File: src/rtl/core/bdlpe_pkg.sv
// Package for the button debounce / long-press event block.
// Item types, per-button entry layout, event and state codes, register map.
// No dependencies.
package bdlpe_pkg;

    localparam int NUM_BUTTONS_DEFAULT = 8;

    // Event codes
    localparam logic [2:0] EV_NONE     = 3'd0;
    localparam logic [2:0] EV_PRESSED  = 3'd1;
    localparam logic [2:0] EV_CLICK    = 3'd2;
    localparam logic [2:0] EV_RELEASED = 3'd3;
    localparam logic [2:0] EV_LONG     = 3'd4;

    // Button states
    localparam logic [1:0] ST_RELEASED = 2'd0;
    localparam logic [1:0] ST_PRESSED  = 2'd1;
    localparam logic [1:0] ST_LONG     = 2'd2;

    // Register map
    localparam logic [1:0] REG_DEBOUNCE   = 2'd0;
    localparam logic [1:0] REG_LONG_PRESS = 2'd1;
    localparam logic [1:0] REG_ENABLE     = 2'd2;

    localparam logic [15:0] DEBOUNCE_RESET   = 16'd50;
    localparam logic [15:0] LONG_PRESS_RESET = 16'd1000;
    localparam logic [7:0]  ENABLE_RESET     = 8'd0;

    typedef struct packed {
        logic [2:0]  button_index;
        logic        pin_level;
        logic [31:0] now_ms;
    } in_item_t;

    typedef struct packed {
        logic [2:0] event_button;
        logic [2:0] event_code;
        logic [1:0] button_state;
        logic       last_of_run;
    } out_item_t;

    // One memory word per button
    typedef struct packed {
        logic        level;
        logic [1:0]  press_state;
        logic [31:0] last_change;
        logic [31:0] press_start;
        logic        long_seen;
    } entry_t;

    localparam entry_t ENTRY_RESET = '{
        level:       1'b0,
        press_state: ST_RELEASED,
        last_change: 32'd0,
        press_start: 32'd0,
        long_seen:   1'b0
    };

endpackage

File: src/rtl/core/button_debounce_long_press_events.sv
// An accepted item is registered in stage 1; its results then go to the output pair register.
// Throughput: one item per cycle for single-result items while out_stall is low;
//   two-result items (click + released, pressed + long press) hold the output for both.
// Read-modify-write of the per-button memory sets the pace; a write-forward
//   register covers back-to-back items on the same button.
// Reset (rst_n, async, low): registers to defaults, all button entries read as released.
module button_debounce_long_press_events #(
    parameter int NUM_BUTTONS = bdlpe_pkg::NUM_BUTTONS_DEFAULT
) (
    input  logic                 clk,
    input  logic                 rst_n,
    // sample channel
    input  logic                 in_valid,
    output logic                 in_stall,
    input  bdlpe_pkg::in_item_t  in_data,
    // event channel
    output logic                 out_valid,
    input  logic                 out_stall,
    output bdlpe_pkg::out_item_t out_data,
    // configuration write
    input  logic                 cfg_valid,
    output logic                 cfg_ready,
    input  logic [1:0]           cfg_index,
    input  logic [15:0]          cfg_data
);
    import bdlpe_pkg::*;

    localparam int AW = (NUM_BUTTONS > 1) ? $clog2(NUM_BUTTONS) : 1;

    // ------------------------------------------------------------------
    // Configuration registers
    // ------------------------------------------------------------------
    logic [15:0] debounce_reg;
    logic [15:0] long_press_reg;
    logic [7:0]  enable_reg;

    assign cfg_ready = 1'b1;

    always_ff @(posedge clk or negedge rst_n)
    begin
        if (!rst_n)
        begin
            debounce_reg   <= DEBOUNCE_RESET;
            long_press_reg <= LONG_PRESS_RESET;
            enable_reg     <= ENABLE_RESET;
        end
        else if (cfg_valid && cfg_ready)
        begin
            unique case (cfg_index)
                REG_DEBOUNCE:   debounce_reg   <= cfg_data;
                REG_LONG_PRESS: long_press_reg <= cfg_data;
                REG_ENABLE:     enable_reg     <= cfg_data[7:0];
                default:        ;  // unmapped index, write dropped
            endcase
        end
    end

    // ------------------------------------------------------------------
    // Handshake and stage control
    // ------------------------------------------------------------------
    logic     in_accept;
    logic     out_accept;
    logic     s1_fire;
    logic     s1_valid_reg;
    in_item_t s1_item_reg;
    entry_t   s1_rd_reg;

    logic       ob_valid_reg;
    logic       ob_pos_reg;     // 0: first result, 1: second
    logic       ob_two_reg;     // item gives two results
    logic [2:0] ob_ev0_reg;
    logic [2:0] ob_ev1_reg;
    logic [2:0] ob_button_reg;
    logic [1:0] ob_state_reg;
    logic       ob_last;

    assign ob_last    = !ob_two_reg || ob_pos_reg;
    assign out_valid  = ob_valid_reg;
    assign out_accept = out_valid && !out_stall;

    // Stage 1 may hand on when the output pair is empty or leaving this cycle
    assign s1_fire   = s1_valid_reg && (!ob_valid_reg || (out_accept && ob_last));
    assign in_stall  = s1_valid_reg && !s1_fire;
    assign in_accept = in_valid && !in_stall;

    // ------------------------------------------------------------------
    // Per-button memory: read on accept; for an in-range, enabled button, written when stage 1 fires
    // ------------------------------------------------------------------
    entry_t mem [NUM_BUTTONS];

    logic [6:0]    in_idx_ext;
    logic [AW-1:0] in_addr;
    logic [6:0]    s1_idx_ext;
    logic [AW-1:0] s1_addr;

    assign in_idx_ext = {4'b0, in_data.button_index};
    assign in_addr    = in_idx_ext[AW-1:0];
    assign s1_idx_ext = {4'b0, s1_item_reg.button_index};
    assign s1_addr    = s1_idx_ext[AW-1:0];

    logic   wr_en;
    entry_t wr_entry;

    always_ff @(posedge clk)
    begin
        if (in_accept)
        begin
            s1_item_reg <= in_data;
            s1_rd_reg   <= mem[in_addr];
        end
        if (wr_en)
        begin
            mem[s1_addr] <= wr_entry;
        end
    end

    // Valid bits stand in for clearing the memory; last-write register forwards
    // the entry written at the edge the following item read.
    logic [NUM_BUTTONS-1:0] vld_reg;
    logic                   fwd_vld_reg;
    logic [AW-1:0]          fwd_addr_reg;
    entry_t                 fwd_entry_reg;

    always_ff @(posedge clk or negedge rst_n)
    begin
        if (!rst_n)
        begin
            s1_valid_reg <= 1'b0;
            vld_reg      <= '0;
            fwd_vld_reg  <= 1'b0;
        end
        else
        begin
            if (in_accept)
                s1_valid_reg <= 1'b1;
            else if (s1_fire)
                s1_valid_reg <= 1'b0;
            if (wr_en)
            begin
                vld_reg[s1_addr] <= 1'b1;
                fwd_vld_reg      <= 1'b1;
            end
        end
    end

    always_ff @(posedge clk)
    begin
        if (wr_en)
        begin
            fwd_addr_reg  <= s1_addr;
            fwd_entry_reg <= wr_entry;
        end
    end

    // ------------------------------------------------------------------
    // Stage 1: debounce and event decision
    // ------------------------------------------------------------------
    logic        in_range;
    logic        enabled;
    entry_t      cur;
    logic        pressed;
    logic [31:0] now;
    logic [31:0] since_change;
    logic [31:0] since_press;
    logic        chg;
    logic [31:0] press_start_new;
    logic [2:0]  ev0;
    logic [2:0]  ev1;
    logic        two;
    logic [1:0]  st_new;

    assign in_range = s1_idx_ext < 7'(NUM_BUTTONS);
    assign enabled  = enable_reg[s1_item_reg.button_index];
    assign pressed  = !s1_item_reg.pin_level;
    assign now      = s1_item_reg.now_ms;

    always_comb
    begin
        if (fwd_vld_reg && fwd_addr_reg == s1_addr)
            cur = fwd_entry_reg;
        else if (vld_reg[s1_addr])
            cur = s1_rd_reg;
        else
            cur = ENTRY_RESET;
    end

    always_comb
    begin
        since_change    = now - cur.last_change;
        chg             = (pressed != cur.level) && (since_change >= {16'd0, debounce_reg});
        press_start_new = (chg && pressed) ? now : cur.press_start;
        since_press     = now - press_start_new;

        wr_entry             = cur;
        ev0                  = EV_NONE;
        ev1                  = EV_NONE;
        two                  = 1'b0;

        if (chg)
        begin
            wr_entry.level       = pressed;
            wr_entry.last_change = now;
            if (pressed)
            begin
                wr_entry.press_state = ST_PRESSED;
                wr_entry.press_start = now;
                wr_entry.long_seen   = 1'b0;
                ev0                  = EV_PRESSED;
            end
            else
            begin
                wr_entry.press_state = ST_RELEASED;
                if (!cur.long_seen)
                begin
                    ev0 = EV_CLICK;
                    ev1 = EV_RELEASED;
                    two = 1'b1;
                end
                else
                    ev0 = EV_RELEASED;
            end
        end

        // Long press: at most two events per item, so a release pair excludes it
        if (wr_entry.press_state == ST_PRESSED && !wr_entry.long_seen
            && since_press >= {16'd0, long_press_reg} && !two)
        begin
            wr_entry.long_seen   = 1'b1;
            wr_entry.press_state = ST_LONG;
            if (chg)
            begin
                ev1 = EV_LONG;
                two = 1'b1;
            end
            else
                ev0 = EV_LONG;
        end

        // Out-of-range and disabled buttons: state untouched, one empty event
        if (!in_range)
        begin
            ev0    = EV_NONE;
            two    = 1'b0;
            st_new = ST_RELEASED;
        end
        else if (!enabled)
        begin
            ev0    = EV_NONE;
            two    = 1'b0;
            st_new = cur.press_state;
        end
        else
            st_new = wr_entry.press_state;
    end

    assign wr_en = s1_fire && in_range && enabled;

    // ------------------------------------------------------------------
    // Output pair register
    // ------------------------------------------------------------------
    always_ff @(posedge clk or negedge rst_n)
    begin
        if (!rst_n)
        begin
            ob_valid_reg <= 1'b0;
            ob_pos_reg   <= 1'b0;
        end
        else if (s1_fire)
        begin
            ob_valid_reg <= 1'b1;
            ob_pos_reg   <= 1'b0;
        end
        else if (out_accept)
        begin
            if (ob_last)
                ob_valid_reg <= 1'b0;
            else
                ob_pos_reg <= 1'b1;
        end
    end

    always_ff @(posedge clk)
    begin
        if (s1_fire)
        begin
            ob_two_reg    <= two;
            ob_ev0_reg    <= ev0;
            ob_ev1_reg    <= ev1;
            ob_button_reg <= s1_item_reg.button_index;
            ob_state_reg  <= st_new;
        end
    end

    assign out_data.event_button = ob_button_reg;
    assign out_data.event_code   = ob_pos_reg ? ob_ev1_reg : ob_ev0_reg;
    assign out_data.button_state = ob_state_reg;
    assign out_data.last_of_run  = ob_last;

endmodule
File: config.mk
export PLATFORM = sky130hd
export DESIGN_NAME = button_debounce_long_press_events
export DESIGN_NICKNAME = d
export VERILOG_FILES = /design/src/rtl/core/bdlpe_pkg.sv /design/src/rtl/core/button_debounce_long_press_events.sv
export SDC_FILE = /design/constraint.sdc
export NUM_CORES = 1
export LEC_CHECK = 0
export BUFFER_PORTS_ARGS = -buffer_cell sky130_fd_sc_hd__buf_2
export CELL_PAD_IN_SITES_DETAIL_PLACEMENT = 1
export CELL_PAD_IN_SITES_GLOBAL_PLACEMENT = 2
export CORE_MARGIN = 2
export CORE_UTILIZATION = 35
export CTS_CLUSTER_SIZE = 30
export DETAILED_ROUTE_END_ITERATION = 16
export PLACE_DENSITY_LB_ADDON = 0.05
export SLEW_MARGIN = 15
export SYNTH_ARGS = -nofsm -noshare
export SYNTH_HDL_FRONTEND = slang
export SYNTH_SLANG_ARGS = --single-unit
File: constraint.sdc
create_clock -name clk -period 24.5 [get_ports clk]
set_input_delay 3.675 -clock clk [delete_from_list [all_inputs] [get_ports clk]]
set_output_delay 3.675 -clock clk [all_outputs]
set_load 0.02 [all_outputs]
==> impl_metrics.tcl <==
set metrics [dict create \
    outcome "completed" \
    finalWorstSetupSlack_ns 10.53 \
    synth_top_area_share_pct 62.8 \
    hold_path_class "flop to flop" \
    cts.sink_count 782 \
    drive_gt1_share_pct 22.7 \
    die-area_mm2 0.102 \
    stdcell_area_mm2 0.0396 \
    core_mm2 0.0986 \
    antenna_cells 0 \
    fillers 9746 \
    wl_per_cell_um 27.2 \
    routabilityCongestion 0.851 \
    grt_pass1_vias 21000 \
    fp-row-count 115 \
    period_needed_ns 13.97 \
    cts_buffers 89 \
    holdWs_ns 0.473 \
    start_kind "flop" \
    post-route-util_pct 40.2 \
    drt-initial-drc-count 1418 \
    area_growth_pct 13.5 \
    syn_inst 2165 \
    syn_area_per_cell_um2 16.1 \
    synth_nets 2309 \
    setup_viol 0 \
    tightestPinTransition_ns 1.14 \
    ys_warn_count 0 \
    nNetsFinal 2403 \
    post-route-period-util_pct 57.0 \
    synthDistinctLibCells 92 \
    worstSkewPairLatency_ns 0.68 \
    place_hpwl_mm 64.6 \
    required_ns 24.94 \
    hold_viol_final 0 \
    power_leakage_nw 13.7 \
    irDropWorstVdd_mv 0.0468 \
    firstDrtPassIters 5 \
    remaining_drc_errors 0 \
    grt_max_degree 60 \
    gr-total-overflow 0 \
    clock_path_buffers 3 \
    slowest_stage "or4_1" \
    dieWidth_um 320 \
    fp.dieH_um 320 \
    cts_setup_buffers 0 \
    rsz0062_at_grt "no" \
    ys_ff_latch 782 \
    finalSetupTns_ns 0 \
    max_freq_mhz 71.6 \
    cts_max_level 3 \
    crit_fanout 45 \
    yosysTopAreaCell "edfxtp_1" \
    synth_edf_count 730 \
    yosys-top-cells-area "edfxtp_1 (63%), mux4_2 (8.8%), mux2_2 (3.2%), dfrtp_1 (3.1%), ha_1 (3.0%)" \
    pre_cts_ws_ns 10.63 \
    dpl_cell_area_mm2 0.0367 \
    cts_resized 0 \
    synthArstFlopShare_pct 6.65 \
    ctsHoldBuffers 0 \
    port_buffers 69 \
    initial_core_util_pct 35.4 \
    slew_violations 0 \
    clkSlewWorstSetupHoldPaths_ns 0.06 \
    crit_top_cell "a21oi_1" \
    synth_seq_area_share_pct 66.6 \
    path_class "flop to flop" \
    power_density_mw_per_mm2 113 \
    largest_reg_flops 544 \
    cts_tree "built" \
    yosys_most_used_dff "edfxtp_1" \
    ios 71 \
    ant_nets 0 \
    critical-path-max-stage-delay_ns 0.75 \
    vias 19500 \
    synth_common_cells "edfxtp_1 (730), mux4_2 (137), a21oi_1 (118)" \
    grt_pass1_wl_mm 146 \
    cts-root-buf "clkbuf_16" \
    arrival_ns 14.41 \
    syn_area_mm2 0.0349 \
    synthMostInstantiatedCell "edfxtp_1" \
    max_slew_margin_pct 23.9 \
    totalWireLength_mm 98.2 \
    fin_skew_ns 0.0411 \
    avgViaCountPerCell 5.41 \
    antenna_found_initial 1 \
    max_cap_violations 0 \
    grt.total_usage_pct 19.5 \
    end_kind "flop" \
]
critical path, delay by kind of cell (launching register included):
family          cells  cell delay, ns
compound gates     23            5.27
fa+ha+maj           5            1.38
mux                 1            0.09
flops               1            0.70
buf+inv             2            0.56
xor+xnor            4            0.99
simple gates       18            4.59
layout make-up:
type	instances	area (um^2)	share of cell area, %
Sequential cell	782	23200	58.7
Clock inverter	51	544	1.37
Timing Repair Buffer	102	612	1.54
Inverter	100	375	0.948
Multi-Input combinational cell	1184	10900	27.5
Tap cell	1287	1610	4.07
Clock buffer	108	2340	5.91
cells in the final DEF, fill, tap and decap left out, drive strengths merged, types with 27 or more instances in the layout:
cell type,n
nand2,86
a21o,31
mux4,137
a22o,38
o21ai,65
nor3,28
a22oi,27
edfxtp,730
mux2,107
dfrtp,43
a21oi,118
clkbuf,108
ha,84
mux2i,37
xnor2,36
buf,102
nor2,99
inv,103
clkinv,37
report_power, final:
| part | internal (mW) | total [mW] | switching (mW) |
|---|---|---|---|
| sequential | 1.73 | 1.79 | 0.0577 |
| combinational | 0.447 | 1.35 | 0.907 |
| clock | 0.785 | 1.32 | 0.535 |
| total | 2.96 | 4.46 | 1.50 |
metrics by stage:
step	total power, mW	cells
3_5_place_dp	3.18	3455
6_report	4.46	3614
3_3_place_gp	3.15	3455
5_1_grt	4.71	3614
2_1_floorplan	2.70	2165
4_1_cts	4.51	3614
metal layers:
layer | vias up | wire, um | track usage (%)
li1 | 8765 | - | -
met1 | 10300 | 47700 | 28.2
met2 | 315 | 45500 | 30.7
met3 | 118 | 3130 | 2.78
met4 | 0 | 1890 | 5.08
met5 | - | 0 | 0
cell families (layout without fill, tap and decap cells):
group | Yosys count | in the layout | synth area share (%)
flops | 782 | 782 | 66.6
compound gates | 410 | 410 | 8.06
simple gates | 352 | 352 | 5.10
mux | 281 | 281 | 13.4
buf+inv | 199 | 361 | 2.43
fa+ha+maj | 85 | 85 | 3.07
xor+xnor | 55 | 55 | 1.38
other cells | 1 | 1 | 0.0107
path summary, 6_finish.rpt:
kind | from | end | slack (ns) | cells after the start
min reg2reg | vld_reg[1]$_DFFE_PN0P_ | vld_reg[1]$_DFFE_PN0P_ | 0.47 | 1
max reg2reg | s1_addr[2]$_DFFE_PP_ | mem[7][65]$_DFFE_PP_ | 10.53 | 53
max in group asynchronous | rst_n | long_press_reg[15]$_DFFE_PN0P_ | 20.87 | 2
min | vld_reg[1]$_DFFE_PN0P_ | vld_reg[1]$_DFFE_PN0P_ | 0.47 | 1
max | s1_addr[2]$_DFFE_PP_ | mem[7][65]$_DFFE_PP_ | 10.53 | 53
min in group asynchronous | rst_n | ob_pos_reg$_DFFE_PN0P_ | 3.13 | 2
(Power assumes the default switching activity.)
